**src/rtl/core/sle_pkg.sv**
```systemverilog
// Shared types, constants and keymap tables of the scancode line editor.
package sle_pkg;

  localparam int LINE_CAPACITY = 63;
  localparam int FILL_W = $clog2(LINE_CAPACITY + 1);
  localparam int ADDR_W = (LINE_CAPACITY > 1) ? $clog2(LINE_CAPACITY) : 1;
  localparam int CHAR_W = 7;
  localparam int SCAN_W = 8;

  localparam logic [SCAN_W-1:0] SC_PREFIX     = 8'hE0;
  localparam logic [SCAN_W-1:0] SC_LSHIFT     = 8'h2A;
  localparam logic [SCAN_W-1:0] SC_RSHIFT     = 8'h36;
  localparam logic [SCAN_W-1:0] SC_LSHIFT_REL = 8'hAA;
  localparam logic [SCAN_W-1:0] SC_RSHIFT_REL = 8'hB6;
  localparam logic [SCAN_W-1:0] SC_CAPS       = 8'h3A;
  localparam int                SC_REL_BIT    = 7;

  localparam logic [CHAR_W-1:0] CH_NONE      = 7'h00;
  localparam logic [CHAR_W-1:0] CH_BACKSPACE = 7'h08;
  localparam logic [CHAR_W-1:0] CH_NEWLINE   = 7'h0A;
  localparam logic [CHAR_W-1:0] CH_LOWER_A   = 7'h61;
  localparam logic [CHAR_W-1:0] CH_LOWER_Z   = 7'h7A;
  localparam logic [CHAR_W-1:0] CH_CASE_OFS  = 7'h20;

  typedef enum logic [1:0] {
    KIND_ECHO = 2'd0,
    KIND_BACK = 2'd1,
    KIND_LINE = 2'd2,
    KIND_END  = 2'd3
  } sle_kind_e;

  typedef enum logic [1:0] {
    OP_NONE,
    OP_CHAR,
    OP_BACK,
    OP_ENTER
  } sle_op_e;

  typedef enum logic [1:0] {
    ST_IDLE,
    ST_LD,
    ST_END
  } sle_state_e;

  typedef struct packed {
    sle_op_e           op;
    logic [CHAR_W-1:0] ch;
  } sle_act_t;

  // US layout, unshifted.
  function automatic logic [CHAR_W-1:0] plain_char(input logic [6:0] code);
    logic [CHAR_W-1:0] c;
    case (code)
      7'h01: c = 7'h1B;  7'h02: c = 7'h31;  7'h03: c = 7'h32;  7'h04: c = 7'h33;
      7'h05: c = 7'h34;  7'h06: c = 7'h35;  7'h07: c = 7'h36;  7'h08: c = 7'h37;
      7'h09: c = 7'h38;  7'h0A: c = 7'h39;  7'h0B: c = 7'h30;  7'h0C: c = 7'h2D;
      7'h0D: c = 7'h3D;  7'h0E: c = 7'h08;  7'h0F: c = 7'h09;  7'h10: c = 7'h71;
      7'h11: c = 7'h77;  7'h12: c = 7'h65;  7'h13: c = 7'h72;  7'h14: c = 7'h74;
      7'h15: c = 7'h79;  7'h16: c = 7'h75;  7'h17: c = 7'h69;  7'h18: c = 7'h6F;
      7'h19: c = 7'h70;  7'h1A: c = 7'h5B;  7'h1B: c = 7'h5D;  7'h1C: c = 7'h0A;
      7'h1E: c = 7'h61;  7'h1F: c = 7'h73;  7'h20: c = 7'h64;  7'h21: c = 7'h66;
      7'h22: c = 7'h67;  7'h23: c = 7'h68;  7'h24: c = 7'h6A;  7'h25: c = 7'h6B;
      7'h26: c = 7'h6C;  7'h27: c = 7'h3B;  7'h28: c = 7'h27;  7'h29: c = 7'h60;
      7'h2B: c = 7'h5C;  7'h2C: c = 7'h7A;  7'h2D: c = 7'h78;  7'h2E: c = 7'h63;
      7'h2F: c = 7'h76;  7'h30: c = 7'h62;  7'h31: c = 7'h6E;  7'h32: c = 7'h6D;
      7'h33: c = 7'h2C;  7'h34: c = 7'h2E;  7'h35: c = 7'h2F;  7'h37: c = 7'h2A;
      7'h39: c = 7'h20;
      default: c = CH_NONE;
    endcase
    return c;
  endfunction

  // US layout with shift held.
  function automatic logic [CHAR_W-1:0] shifted_char(input logic [6:0] code);
    logic [CHAR_W-1:0] c;
    case (code)
      7'h01: c = 7'h1B;  7'h02: c = 7'h21;  7'h03: c = 7'h40;  7'h04: c = 7'h23;
      7'h05: c = 7'h24;  7'h06: c = 7'h25;  7'h07: c = 7'h5E;  7'h08: c = 7'h26;
      7'h09: c = 7'h2A;  7'h0A: c = 7'h28;  7'h0B: c = 7'h29;  7'h0C: c = 7'h5F;
      7'h0D: c = 7'h2B;  7'h0E: c = 7'h08;  7'h0F: c = 7'h09;  7'h10: c = 7'h51;
      7'h11: c = 7'h57;  7'h12: c = 7'h45;  7'h13: c = 7'h52;  7'h14: c = 7'h54;
      7'h15: c = 7'h59;  7'h16: c = 7'h55;  7'h17: c = 7'h49;  7'h18: c = 7'h4F;
      7'h19: c = 7'h50;  7'h1A: c = 7'h7B;  7'h1B: c = 7'h7D;  7'h1C: c = 7'h0A;
      7'h1E: c = 7'h41;  7'h1F: c = 7'h53;  7'h20: c = 7'h44;  7'h21: c = 7'h46;
      7'h22: c = 7'h47;  7'h23: c = 7'h48;  7'h24: c = 7'h4A;  7'h25: c = 7'h4B;
      7'h26: c = 7'h4C;  7'h27: c = 7'h3A;  7'h28: c = 7'h22;  7'h29: c = 7'h7E;
      7'h2B: c = 7'h7C;  7'h2C: c = 7'h5A;  7'h2D: c = 7'h58;  7'h2E: c = 7'h43;
      7'h2F: c = 7'h56;  7'h30: c = 7'h42;  7'h31: c = 7'h4E;  7'h32: c = 7'h4D;
      7'h33: c = 7'h3C;  7'h34: c = 7'h3E;  7'h35: c = 7'h3F;  7'h37: c = 7'h2A;
      7'h39: c = 7'h20;
      default: c = CH_NONE;
    endcase
    return c;
  endfunction

endpackage

```
**src/rtl/core/sle_ram.sv**
```systemverilog
// Generic single-port-write, single-port-read RAM with registered read data.
module sle_ram #(
  parameter int Width = 8,
  parameter int Depth = 16
) (
  input  logic                                      clk_i,
  input  logic                                      we_i,
  input  logic [((Depth > 1) ? $clog2(Depth) : 1)-1:0] waddr_i,
  input  logic [Width-1:0]                          wdata_i,
  input  logic                                      re_i,
  input  logic [((Depth > 1) ? $clog2(Depth) : 1)-1:0] raddr_i,
  output logic [Width-1:0]                          rdata_o
);

  logic [Width-1:0] mem_q [Depth];
  logic [Width-1:0] rdata_q;

  always_ff @(posedge clk_i) begin
    if (we_i) begin
      mem_q[waddr_i] <= wdata_i;
    end
    if (re_i) begin
      rdata_q <= mem_q[raddr_i];
    end
  end

  assign rdata_o = rdata_q;

endmodule

```
**src/rtl/core/sle_keymap.sv**
```systemverilog
// Keyboard flag tracking and scancode-to-action decoding.
module sle_keymap (
  input  logic                       clk_i,
  input  logic                       rst_ni,
  input  logic                       accept_i,
  input  logic [sle_pkg::SCAN_W-1:0] scan_code_i,
  output sle_pkg::sle_act_t          act_o
);
  import sle_pkg::*;

  logic shift_q, shift_d;
  logic caps_q, caps_d;
  logic prefix_q, prefix_d;
  logic [CHAR_W-1:0] mapped;
  logic is_shift_make, is_shift_break;

  assign is_shift_make  = (scan_code_i == SC_LSHIFT) || (scan_code_i == SC_RSHIFT);
  assign is_shift_break = (scan_code_i == SC_LSHIFT_REL) || (scan_code_i == SC_RSHIFT_REL);

  // Caps lock only upper-cases letters, and only while shift is up.
  always_comb begin
    if (shift_q) begin
      mapped = shifted_char(scan_code_i[6:0]);
    end else begin
      mapped = plain_char(scan_code_i[6:0]);
      if (caps_q && mapped >= CH_LOWER_A && mapped <= CH_LOWER_Z) begin
        mapped = mapped - CH_CASE_OFS;
      end
    end
  end

  always_comb begin
    shift_d   = shift_q;
    caps_d    = caps_q;
    prefix_d  = prefix_q;
    act_o.op  = OP_NONE;
    act_o.ch  = mapped;
    if (scan_code_i == SC_PREFIX) begin
      prefix_d = 1'b1;
    end else if (prefix_q) begin
      prefix_d = 1'b0;
    end else if (is_shift_make) begin
      shift_d = 1'b1;
    end else if (is_shift_break) begin
      shift_d = 1'b0;
    end else if (scan_code_i == SC_CAPS) begin
      caps_d = ~caps_q;
    end else if (!scan_code_i[SC_REL_BIT]) begin
      if (mapped == CH_NEWLINE) begin
        act_o.op = OP_ENTER;
      end else if (mapped == CH_BACKSPACE) begin
        act_o.op = OP_BACK;
      end else if (mapped != CH_NONE) begin
        act_o.op = OP_CHAR;
      end
    end
  end

  always_ff @(posedge clk_i or negedge rst_ni) begin
    if (!rst_ni) begin
      shift_q  <= 1'b0;
      caps_q   <= 1'b0;
      prefix_q <= 1'b0;
    end else if (accept_i) begin
      shift_q  <= shift_d;
      caps_q   <= caps_d;
      prefix_q <= prefix_d;
    end
  end

endmodule

```
**src/rtl/core/scancode_line_editor.sv**
```systemverilog
// Top level of the scancode line editor: line store, fill count and result sequencer.
// An echo or an empty line's end marker is registered in the cycle after its word is taken.
// A scancode word is taken when the editor is idle and the output register is free or drains.
// Enter with stored characters sends each through the store's read register and the output
// register; the single read port gives one char per unstalled cycle, then the end marker.
// Reset clears the flags, the fill count and the output valid; store contents stay undefined.
module scancode_line_editor (
  input  logic                        clk_i,
  input  logic                        rst_ni,
  input  logic                        in_valid_i,
  output logic                        in_stall_o,
  input  logic [sle_pkg::SCAN_W-1:0]  scan_code_i,
  output logic                        out_valid_o,
  input  logic                        out_stall_i,
  output logic [1:0]                  kind_o,
  output logic [sle_pkg::CHAR_W-1:0]  char_code_o,
  output logic                        last_o
);
  import sle_pkg::*;

  sle_state_e state_q, state_d;
  sle_act_t   act;

  // Fill count and the read index used while a line is streamed out.
  logic [FILL_W-1:0] fill_q, fill_d;
  logic [FILL_W-1:0] idx_q, idx_d;
  logic [FILL_W-1:0] idx_next;

  // Output register.
  logic              out_valid_q, out_valid_d;
  sle_kind_e         kind_q, kind_d;
  logic [CHAR_W-1:0] char_q, char_d;
  logic              last_q, last_d;

  // Line store port signals.
  logic              ram_we, ram_re;
  logic [ADDR_W-1:0] ram_waddr, ram_raddr;
  logic [CHAR_W-1:0] ram_rdata;

  logic slot_free;
  logic accept;
  logic store_full;

  // The output register can take a new word when empty or when it drains now.
  assign slot_free  = !out_valid_q || !out_stall_i;
  assign in_stall_o = !((state_q == ST_IDLE) && slot_free);
  assign accept     = in_valid_i && !in_stall_o;
  assign idx_next   = idx_q + 1'b1;
  assign store_full = (fill_q >= FILL_W'(LINE_CAPACITY));

  sle_keymap u_keymap (
    .clk_i       (clk_i),
    .rst_ni      (rst_ni),
    .accept_i    (accept),
    .scan_code_i (scan_code_i),
    .act_o       (act)
  );

  sle_ram #(
    .Width (CHAR_W),
    .Depth (LINE_CAPACITY)
  ) u_line_ram (
    .clk_i   (clk_i),
    .we_i    (ram_we),
    .waddr_i (ram_waddr),
    .wdata_i (act.ch),
    .re_i    (ram_re),
    .raddr_i (ram_raddr),
    .rdata_o (ram_rdata)
  );

  // Next state. Streaming only starts when there is something stored; an empty line
  // produces the end marker straight from the idle state.
  always_comb begin
    state_d = state_q;
    unique case (state_q)
      ST_IDLE: begin
        if (accept && act.op == OP_ENTER && fill_q != '0) begin
          state_d = ST_LD;
        end
      end
      ST_LD: begin
        if (slot_free && idx_next == fill_q) begin
          state_d = ST_END;
        end
      end
      ST_END: begin
        if (slot_free) begin
          state_d = ST_IDLE;
        end
      end
      default: state_d = ST_IDLE;
    endcase
  end

  // Datapath and store control. Writes happen only in the idle state and reads only on Enter
  // or while streaming, so the store never sees a read and a write to one entry at once.
  // A read is issued only when the previous read word is consumed, so the RAM's
  // read register doubles as the holding stage while the output is stalled.
  always_comb begin
    out_valid_d = out_valid_q && out_stall_i;
    kind_d      = kind_q;
    char_d      = char_q;
    last_d      = last_q;
    fill_d      = fill_q;
    idx_d       = idx_q;
    ram_we      = 1'b0;
    ram_re      = 1'b0;
    ram_waddr   = fill_q[ADDR_W-1:0];
    ram_raddr   = idx_q[ADDR_W-1:0];
    unique case (state_q)
      ST_IDLE: begin
        if (accept) begin
          unique case (act.op)
            OP_CHAR: begin
              if (!store_full) begin
                ram_we      = 1'b1;
                fill_d      = fill_q + 1'b1;
                out_valid_d = 1'b1;
                kind_d      = KIND_ECHO;
                char_d      = act.ch;
                last_d      = 1'b1;
              end
            end
            OP_BACK: begin
              if (fill_q != '0) begin
                fill_d      = fill_q - 1'b1;
                out_valid_d = 1'b1;
                kind_d      = KIND_BACK;
                char_d      = CH_NONE;
                last_d      = 1'b1;
              end
            end
            OP_ENTER: begin
              if (fill_q == '0) begin
                out_valid_d = 1'b1;
                kind_d      = KIND_END;
                char_d      = CH_NONE;
                last_d      = 1'b1;
              end else begin
                ram_re    = 1'b1;
                ram_raddr = '0;
                idx_d     = '0;
              end
            end
            default: begin
            end
          endcase
        end
      end
      ST_LD: begin
        if (slot_free) begin
          out_valid_d = 1'b1;
          kind_d      = KIND_LINE;
          char_d      = ram_rdata;
          last_d      = 1'b0;
          idx_d       = idx_next;
          if (idx_next != fill_q) begin
            ram_re    = 1'b1;
            ram_raddr = idx_next[ADDR_W-1:0];
          end
        end
      end
      ST_END: begin
        if (slot_free) begin
          out_valid_d = 1'b1;
          kind_d      = KIND_END;
          char_d      = CH_NONE;
          last_d      = 1'b1;
          fill_d      = '0;
        end
      end
      default: begin
      end
    endcase
  end

  always_ff @(posedge clk_i or negedge rst_ni) begin
    if (!rst_ni) begin
      state_q     <= ST_IDLE;
      fill_q      <= '0;
      idx_q       <= '0;
      out_valid_q <= 1'b0;
    end else begin
      state_q     <= state_d;
      fill_q      <= fill_d;
      idx_q       <= idx_d;
      out_valid_q <= out_valid_d;
    end
  end

  always_ff @(posedge clk_i) begin
    kind_q <= kind_d;
    char_q <= char_d;
    last_q <= last_d;
  end

  assign out_valid_o = out_valid_q;
  assign kind_o      = kind_q;
  assign char_code_o = char_q;
  assign last_o      = last_q;

endmodule

```
**config.mk**
```make
export PLATFORM = sky130hd
export DESIGN_NAME = scancode_line_editor
export DESIGN_NICKNAME = d
export VERILOG_FILES = /design/src/rtl/core/sle_pkg.sv /design/src/rtl/core/sle_ram.sv /design/src/rtl/core/sle_keymap.sv /design/src/rtl/core/scancode_line_editor.sv
export SDC_FILE = /design/constraint.sdc
export NUM_CORES = 1
export LEC_CHECK = 0
export CAP_MARGIN = 10
export CORE_MARGIN = 2
export CORE_UTILIZATION = 55
export DETAILED_ROUTE_END_ITERATION = 16
export DONT_BUFFER_PORTS = 1
export PLACE_DENSITY = 0.82
export SYNTH_ARGS = -nofsm -noshare
export SYNTH_HDL_FRONTEND = slang
export SYNTH_SLANG_ARGS = --single-unit
```
**constraint.sdc**
```tcl
create_clock -name clk_i -period 6.3 [get_ports clk_i]
set_input_delay 1.575 -clock clk_i [delete_from_list [all_inputs] [get_ports clk_i]]
set_output_delay 1.575 -clock clk_i [all_outputs]
set_load 0.05 [all_outputs]
```
== After elaboration in Yosys (flattened, before gate mapping) ==
Memories as Yosys holds them, arrays and structs flattened. A register that Yosys moved wholly into a read port is not among the register bits.
Cells that the tools add are included.

* Register bits after elaboration: 28
* Bits in writable memories: 441
* Memory bits (read-only): 896
* Output and inout port bits: 12
* Memories kept: 3

* Add/subtract/negate cells: 4
* Order comparisons: 3
* Equality and inequality tests: 25
* Muxes and demuxes: 78
* Bitwise gates (word level): 5
* Reductions and logical operators: 29

{| class="wikitable"
|+ Memories
! name !! words !! bits a word !! rd ports !! clocked after memory_dff !! wr ports !! RTL line !! RTL
|-
| (no name shown) || 64 || 7 || 1 || 0 || 0 || sle_pkg.sv:76 || <nowiki>case (code)</nowiki>
|-
| (no name shown) || 64 || 7 || 1 || 0 || 0 || sle_pkg.sv:53 || <nowiki>case (code)</nowiki>
|-
| u_line_ram.mem_q || 63 || 7 || 1 || 1 || 1 || sle_ram.sv:15 || <nowiki>logic [Width-1:0] mem_q [Depth];</nowiki>
|}

{| class="wikitable"
|+ Operator list
! cell !! count
|-
| 7-bit 2-to-1 mux || 11
|-
| 6-bit 2-to-1 mux || 10
|-
| 6-bit one-hot mux with 2 select lines || 4
|-
| 7-bit one-hot mux with 3 select lines || 2
|-
| 2-bit 2-to-1 mux || 17
|-
| 1-bit 2-to-1 mux || 26
|-
| 8-bit by 6-bit equality test with 1-bit output (second input constant) || 3
|-
| 8-bit equality test (second input constant) || 3
|-
| 2-bit one-hot mux with 3 select lines || 3
|-
| 7-bit by 4-bit equality test with 1-bit output (second input constant) || 2
|-
| 6-bit by 1-bit adder with 6-bit output (second input constant) || 2
|-
| 6-bit AND reduction || 2
|-
| 1-bit one-hot mux with 3 select lines || 3
|-
| 1-bit logical AND || 8
|-
| 2-bit inequality test (second input constant) || 4
|-
| 8-bit AND reduction || 1
|-
| 7-bit greater-or-equal comparator (second input constant) || 1
|-
| 7-bit <= comparator (second input constant) || 1
|-
| 7-bit nonzero test || 1
|-
| 7-bit by 6-bit subtractor with 7-bit output (second input constant) || 1
|-
| 2-bit equality test (second input constant) || 3
|-
| 6-bit equality test || 1
|-
| 6-bit greater-or-equal comparator (second input constant) || 1
|-
| 6-bit logical NOT || 1
|-
| 20 further kinds || 33
|}

== Depth between registers and ports, before layout ==
Gate-level depths: netlist (run 1).
An unclocked memory read counts as a cell.

* Depth in word-level cells: 24
* Mapped depth: 27
* Gate-level depth less buffers: 23

== By module ==
From an unflattened synthesis (run 1), not the netlist that was laid out.

* Cell total of the unflattened synthesis: 1235
* Area total of the unflattened synthesis: 21048.9 um^2

{| class="wikitable"
|+ By module, submodules not included
! module !! times used !! cells each !! area an instance (um^2)
|-
| sle_ram || 1 || 799 || 17543.1
|-
| scancode_line_editor || 1 || 195 || 1839.3
|-
| sle_keymap || 1 || 241 || 1666.6
|}

== Worst setup path before layout (run 1) ==
OpenSTA, ideal clock, no wires.

* Kind: input port to flip-flop
* Start: input port scan_code_i[0] (netlist name)
* End: register u_line_ram.rdata_q[5] (netlist: u_line_ram.rdata_o[5]), read port of u_line_ram.mem_q (data pin)
* Data arrival time: 8.602 ns
* Required time: 6.025 ns
* Slack: -2.577 ns
* Cell stages on the path: 25
* Buffers on the path: 4
* Path through: clkbuf_1 > inv_1 > ha_1 > clkbuf_1 > nor2_1 > a211o_1 > a22oi_1 > o2111ai_1 > a31o_2 > a2111o_1 > nand4_1 > mux2i_1 > o22ai_1 > o41a_1 > ha_1 > a32oi_4 > o2bb2ai_2 > nor3_4 > buf_4 > buf_2 > mux2_2 > a221oi_1 > o221ai_1 > nand4_1 > nand4_1

{| class="wikitable"
|+ RTL lines
! what !! RTL line !! RTL
|-
| start: declaration || scancode_line_editor.sv:12 || <nowiki>input logic [sle_pkg::SCAN_W-1:0] scan_code_i,</nowiki>
|-
| end: declaration || sle_ram.sv:16 || <nowiki>logic [Width-1:0] rdata_q;</nowiki>
|}

==> results of run 1 <==
-- how the worst max path moves through the flow --
stage / from / endpoint / slack (ns) / cells past startpoint
3_5_place_dp: scan_code_i[1] / u_line_ram.rdata_o[2] / -0.89 / 23
3_3_place_gp: scan_code_i[1] / u_line_ram.rdata_o[2] / -0.77 / 23
4_1_cts: scan_code_i[1] / u_line_ram.rdata_o[2] / -0.13 / 23
6_report: scan_code_i[1] / u_line_ram.rdata_o[2] / -0.19 / 23
5_1_grt: scan_code_i[1] / u_line_ram.rdata_o[2] / -0.36 / 23
2_1_floorplan: scan_code_i[1] / u_line_ram.rdata_o[5] / -0.61 / 23
-- power groups by stage --
stage / clock, W / combinational, W / sequential, W
finish: 0.00270 / 0.00357 / 0.00400
global route: 0.00282 / 0.00376 / 0.00401
CTS: 0.00269 / 0.00321 / 0.00399
detailed placement: 0 / 0.00304 / 0.00406
global placement: 0 / 0.00293 / 0.00405
floorplan: 0 / 0.00205 / 0.00396
-- sequential cells by signal, indices dropped and copies added, names as in the netlist --
signal              count
state_q                 2
out_valid_o             1
fill_q                  6
last_o                  1
u_keymap.prefix_q       1
u_keymap.caps_q         1
kind_o                  2
u_line_ram.mem_q      441
idx_q                   6
char_code_o             7
u_keymap.shift_q        1
u_line_ram.rdata_o      7
-- routing by layer --
layer	vias up	wire, um	GRT usage
met5	-	0	0
met4	0	2588	0.1157
met3	195	6508	0.06111
met2	1074	27930	0.4482
met1	7631	22050	0.3700
li1	6872	-	-
-- layout by cell type (no fill, tap or decap), types with 6 or more instances in the layout --
cell type	count
edfxtp_1	458
nand2_1	297
buf_4	223
a21oi_1	121
nor2_1	109
nand3_1	63
mux2i_1	58
clkbuf_16	49
o21ai_0	38
and3_1	28
a22o_1	24
ha_1	22
a221oi_1	19
inv_1	18
nor3_1	18
dfrtp_1	18
a311oi_1	16
o22ai_1	14
buf_12	14
a221oi_2	13
clkinv_1	13
nand2b_1	12
a22oi_2	12
mux2_2	12
mux2i_2	11
nor2b_1	10
a31oi_1	10
xnor2_1	9
a211oi_1	9
xor2_1	9
or3_1	8
o31a_1	7
o211ai_1	7
clkinv_2	7
nand4_1	6
nor4_2	6
a2111oi_4	6
a2111oi_2	6
clkbuf_1	6
-- layout make-up --
cell class / count / area (um^2) / share of cell area
flip-flops and latches: 476 / 14200 / 0.5478
inverters: 25 / 102.6 / 0.003957
well taps: 518 / 648.1 / 0.02500
repair buffers: 248 / 2177 / 0.08396
clock buffers: 52 / 1174 / 0.04526
multi-input cells: 1100 / 7338 / 0.2830
clock inverters: 31 / 285.3 / 0.01100
-- per-stage QoR --
stage / hold WS (ns) / setup slack, ns
2_1_floorplan: 0.4422 / -0.6140
6_report: 0.5228 / -0.1920
3_3_place_gp: 0.4948 / -0.7741
3_5_place_dp: 0.4973 / -0.8923
4_1_cts: 0.5163 / -0.1283
5_1_grt: 0.5522 / -0.3584
-- what timing repair did --
action	4_1_cts	5_1_grt
cloned	1	3
setup buffers	4	7
setup endpoints to repair	7	8
gates resized for setup	40	65
pin swaps	6	24
-- critical path: cells and delay by family --
kind	cells	cell delay [ns]
mux	3	1.06
simple gates	3	0.82
compound gates	11	2.14
fa+ha+maj	2	0.44
buf+inv	4	0.74
-- cells by family after synthesis --
kind of cell    share of synthesized area
fa+ha+maj                         0.01715
compound gates                     0.1176
simple gates                       0.1229
mux                               0.04322
xor+xnor                         0.007706
buf+inv                           0.03378
flops                              0.6577
==> reports/metrics.yaml, run 1 <==
antennaDiodeCount: 0
final_util: 0.6693
die_area_um2: 40870
hpwl_mm: 36.20
area_delta_synth_final_pct: 20.06
worstHoldStart: "u_keymap.caps_q"
drtAntennaViolNets: 0
fillers: 2442
wire_per_inst_um: 24.11
via_per_inst: 6.438
layout.cells.non_filler: 2450
fp.dieH_um: 202.2
fin_area_um2: 25930
ctsLongestPathBuffers: 3
cp_slowest_stage_delay_ns: 0.48
critPathLaunchType: "primary input"
wl_mm: 59.08
reg2reg_to: "u_line_ram.rdata_o[2]"
first_pass_iters: 8
worstSetupPathType: "primary input to flip-flop"
intPower_w: 0.006688
detail_route.iter0.violations: 2225
hold_end: "u_keymap.caps_q"
maxCapViolations: 0
finalSetupTns_ns: -0.7967
synth_area_per_cell_um2: 12.59
drive_above_1_share: 0.2293
tightest_slew_ns: 1.248
clock_sinks: 476
crit_chain: "clkinvlp_4 -> ha_4 -> mux4_2 -> a22oi_2 -> o2111ai_2 -> a31o_2 -> a2111o_1 -> nand4_1 -> mux2i_2 -> o22ai_4 -> nor4_4 -> ha_4 -> a32oi_4 -> o2bb2ai_4 -> nor3_4 -> buf_12 -> buf_12 -> mux2_4 -> a22oi_2 -> a22oi_2 -> a2111oi_4 -> buf_4 -> a2111oi_4"
cts_root_buffer: "clkbuf_16"
grt_pass1_wl_mm: 87.67
synthTopCellsByCount: "edfxtp_1, nand2_1, a21oi_1"
p_per_area_nw_per_um2: 395.9
htreeDepth: 2
ctsHoldBuffers: 0
p_leak_nw: 9.370
crit_top_cell: "a22oi_2"
rsz0062_at_grt: "yes"
period_needed_ns: 6.492
synth_area_um2: 21600
groute.usage.overall: 0.2785
grt_pass1_vias: 15130
finalWorstSetupSlack_ns: -0.1920
cts_buffers: 46
synth_cell_types: 78
p_comb_frac: 0.348
reg2regPathDepth: 18
end_kind: "flip-flop"
seqPwrFrac: 0.390
outcome: "complete, but fails checks"
slew_viol_final: 0
async_reset_ff_frac: 0.03782
insertion_delay_ns: 0.59
cts_tree: "yes"
die_w_um: 202.2
synth_most_common_cell: "edfxtp_1"
violations: "negative setup slack"
gp_congestion: 0.9147
synth_area_leaders: "edfxtp_1, nand2_1, mux2i_1, a21oi_1, dfrtp_1"
reg2reg_slack_ns: 1.31
worstHoldPathType: "flip-flop to flip-flop"
pwr-share-clk: 0.263
switching_share: 0.3485
coreArea_um2: 38740
yosysSeqAreaShare: 0.6577
synth_top_area_cell: "edfxtp_1"
clock_skew_ns: 0.03593
worst_ep_required_time_ns: 6.59
postSynthCellCount: 1715
grt_overflow: 0
p_total_w: 0.01027
numPortBuffers: 0
fin_crit_sh: 1.030
max_slew_margin: 0.1589
crit_fanout: 17
syn-num-nets: 1756
row_count: 72
start_util: 0.5575
vias: 15770
path_clk_slew_ns: 0.06
drcViolationCount: 0
p_switching_w: 0.003578
nNetsFinal: 1938
synth_edf_count: 458
final-setup-viol-count: 7
top_level_ports: 24
synth_top_cell_area_share: 0.6368
timing.fmax_ghz: 0.1540
placed_area_um2: 23700
ys_ff_latch: 476
worst_path_max_delay_cell: "mux4_2"
ys.flop_type: "edfxtp_1"
yosys_warnings: 0
holdPathStages: 1
antenna_found_initial: 0
finalHoldViolations: 0
r2r-start: "u_keymap.shift_q"
crit_arrival_ns: 6.78
vdd_drop_max_mv: 0.3272
grt_max_degree: 81
place_inst: 2352
No activity file was read; power rests on OpenSTA's default activity.
==> inputs of run 2 (changes only) <==
==> constraint.sdc (replaced) <==
create_clock -name clk_i -period 6.3 [get_ports clk_i]
set_input_delay 0.63 -clock clk_i [delete_from_list [all_inputs] [get_ports clk_i]]
set_output_delay 0.63 -clock clk_i [all_outputs]
set_load 0.05 [all_outputs]
==> reports/metrics.yaml, run 2 (synthesis gave the netlist of run 1 again) <==
cts_setup_buffers: 0  # was 4
nNetsFinal: 1885  # was 1938
top_level_ports: 24  # unchanged
cts_root_buffer: "clkbuf_16"  # unchanged
crit_arrival_ns: 6.32  # was 6.78 ns
die_area_um2: 40870  # unchanged
clock_skew_ns: 0.01337  # was 0.03593 ns
cts_buffers: 47  # was 46
start_util: 0.5575  # unchanged
p_per_area_nw_per_um2: 394.6  # was 395.9 nW/um^2
drive_above_1_share: 0.1617  # was 0.2293
vdd_drop_max_mv: 0.2001  # was 0.3272 mV
topRoutingLayerUsed: "met4"  # unchanged
via_per_inst: 6.317  # was 6.438
gp_congestion: 0.9408  # was 0.9147
antenna_found_initial: 0  # unchanged
critPathLaunchType: "primary input"  # unchanged
crit_fanout: 20  # was 17
numPortBuffers: 0  # unchanged
regMostFlops: "u_line_ram.mem_q"  # unchanged
largest_reg_flops: 441  # unchanged
coreArea_um2: 38740  # unchanged
finalSetupTns_ns: 0  # was -0.7967 ns
slew_viol_final: 0  # unchanged
groute.usage.overall: 0.2666  # was 0.2785
layout.cells.non_filler: 2398  # was 2450
fillers: 2741  # was 2442
hpwl_mm: 34.64  # was 36.20 mm
grt_pass1_wl_mm: 84.18  # was 87.67 mm
grt_max_degree: 66  # was 81
ctsLongestPathBuffers: 3  # unchanged
fin_crit_sh: 0.9498  # was 1.030
row_count: 72  # unchanged
whs_ns: 0.1520  # was 0.5228 ns
finalHoldViolations: 0  # unchanged
worstSetupPathType: "primary input to flip-flop"  # unchanged
drcViolationCount: 0  # unchanged
detail_route.iter0.violations: 1759  # was 2225
cts_tree: "yes"  # unchanged
rsz0062_at_grt: "no"  # was yes
layout_common_cells: "edfxtp_1, nand2_1, buf_4, a21oi_1, nor2_1"  # unchanged
wl_mm: 54.58  # was 59.08 mm
worst_ep_required_time_ns: 6.64  # was 6.59 ns
outcome: "finished, final reports clean"  # was complete, but fails checks
area_delta_synth_final_pct: 15.02  # was 20.06%
die_w_um: 202.2  # unchanged
fp.dieH_um: 202.2  # unchanged
multi_input_area_um2: 6779  # was 7338 um^2
p_leak_nw: 9.041  # was 9.370 nW
max_slew_margin: 0.1972  # was 0.1589
clock_sinks: 476  # unchanged
timing.fmax_ghz: 0.1671  # was 0.1540 GHz
first_pass_iters: 6  # was 8
mostFrequentLayoutCell: "edfxtp_1"  # unchanged
grt_overflow: 0  # unchanged
wl_met2_mm: 25.50  # was 27.93 mm
place_inst: 2312  # was 2352
insertion_delay_ns: 0.57  # was 0.59 ns
tightest_slew_ns: 1.202  # was 1.248 ns
period_needed_ns: 5.984  # was 6.492 ns
wire_per_inst_um: 22.76  # was 24.11 um
end_kind: "flip-flop"  # unchanged
antennaDiodeCount: 0  # unchanged
vias: 15150  # was 15770
worstHoldPathType: "primary input to flip-flop"  # was flip-flop to flip-flop
route.met3.wl_mm: 5.654  # was 6.508 mm
seqCellArea_um2: 14200  # unchanged
maxCapViolations: 0  # unchanged
htreeDepth: 2  # unchanged
path_clk_slew_ns: 0.06  # about the same
final-setup-viol-count: 0  # was 7
drtAntennaViolNets: 0  # unchanged
grt_pass1_vias: 14810  # was 15130
final_util: 0.6412  # was 0.6693
wl_met1_mm: 21.37  # was 22.05 mm
p_total_w: 0.009801  # was 0.01027 W
==> run 2: cell count changes in the layout (fill, tap and decap cells not counted), sizes merged <==
cell,previous run,this run
buf,244,193
bufbuf,1,0
bufinv,4,3
clkbuf,55,60
clkinv,21,19
clkinvlp,4,1
dlygate4sd3,0,1
==> run 2: report_power, final <==
group	total [W]	switching, W	internal [W]
clock network	0.00268	0.00116	0.00152
logic	0.00313	0.00192	0.00121
registers	0.00400	0.000244	0.00375
==> run 2: layout make-up <==
cell class,instances,area share
sequential,476,0.5718
multi-input combinational,1100,0.2729
timing repair buffer,194,0.06679
clock buffer,60,0.05017
tap,518,0.02609
clock inverter,25,0.008412
inverter,25,0.003778
==> run 2: path summary, 6_finish.rpt <==
kind	depth (start not counted)	slack, ns	startpoint	end
setup / recovery	25	0.32	scan_code_i[1]	u_line_ram.rdata_o[1]
hold / removal	1	0.15	scan_code_i[7]	u_keymap.shift_q
setup reg to reg	18	1.08	u_keymap.shift_q	u_line_ram.rdata_o[3]
hold reg to reg	1	0.49	u_keymap.caps_q	u_keymap.caps_q
max in group asynchronous	1	5.14	rst_ni	idx_q[5]
min in group asynchronous	1	0.63	rst_ni	u_keymap.caps_q
==> run 2: critical path, stage by stage <==
cell       delay [ns]
inv_1            0.07
buf_4            0.17
ha_1             0.28
mux2_2           0.26
a221oi_1         0.38
o21a_1           0.28
ha_1             0.20
inv_1            0.05
a2111o_1         0.30
nand4_1          0.16
mux2i_1          0.30
o22ai_4          0.13
nor4_4           0.39
ha_4             0.22
a32oi_4          0.14
o2bb2ai_2        0.19
nor3_4           0.24
buf_12           0.19
buf_4            0.17
buf_4            0.26
buf_4            0.24
nand2_1          0.07
a221oi_1         0.38
nor4_1           0.15
a2111oi_1        0.46
==> run 2: repair_timing <==
item	CTS	global route
hold buffers	1	0
endpoints found under the setup margin	0	4
resized for setup	0	5
hold endpoints to repair	18	0
==> run 2: stage by stage <==
| stage | area [um^2] | worst slack [ns] |
|---|---|---|
| 2_1_floorplan | 21650 | 0.03056 |
| 3_3_place_gp | 23350 | -0.1732 |
| 3_5_place_dp | 23350 | -0.3188 |
| 4_1_cts | 24820 | 0.2203 |
| 5_1_grt | 24840 | 0.04248 |
| 6_report | 24840 | 0.3160 |
==> run 2: layer usage <==
layer / vias up / global-route usage
li1: 6741 / -
met2: 911 / 0.4271
met1: 7341 / 0.3701
met4: 0 / 0.1048
met5: - / 0
met3: 155 / 0.04144
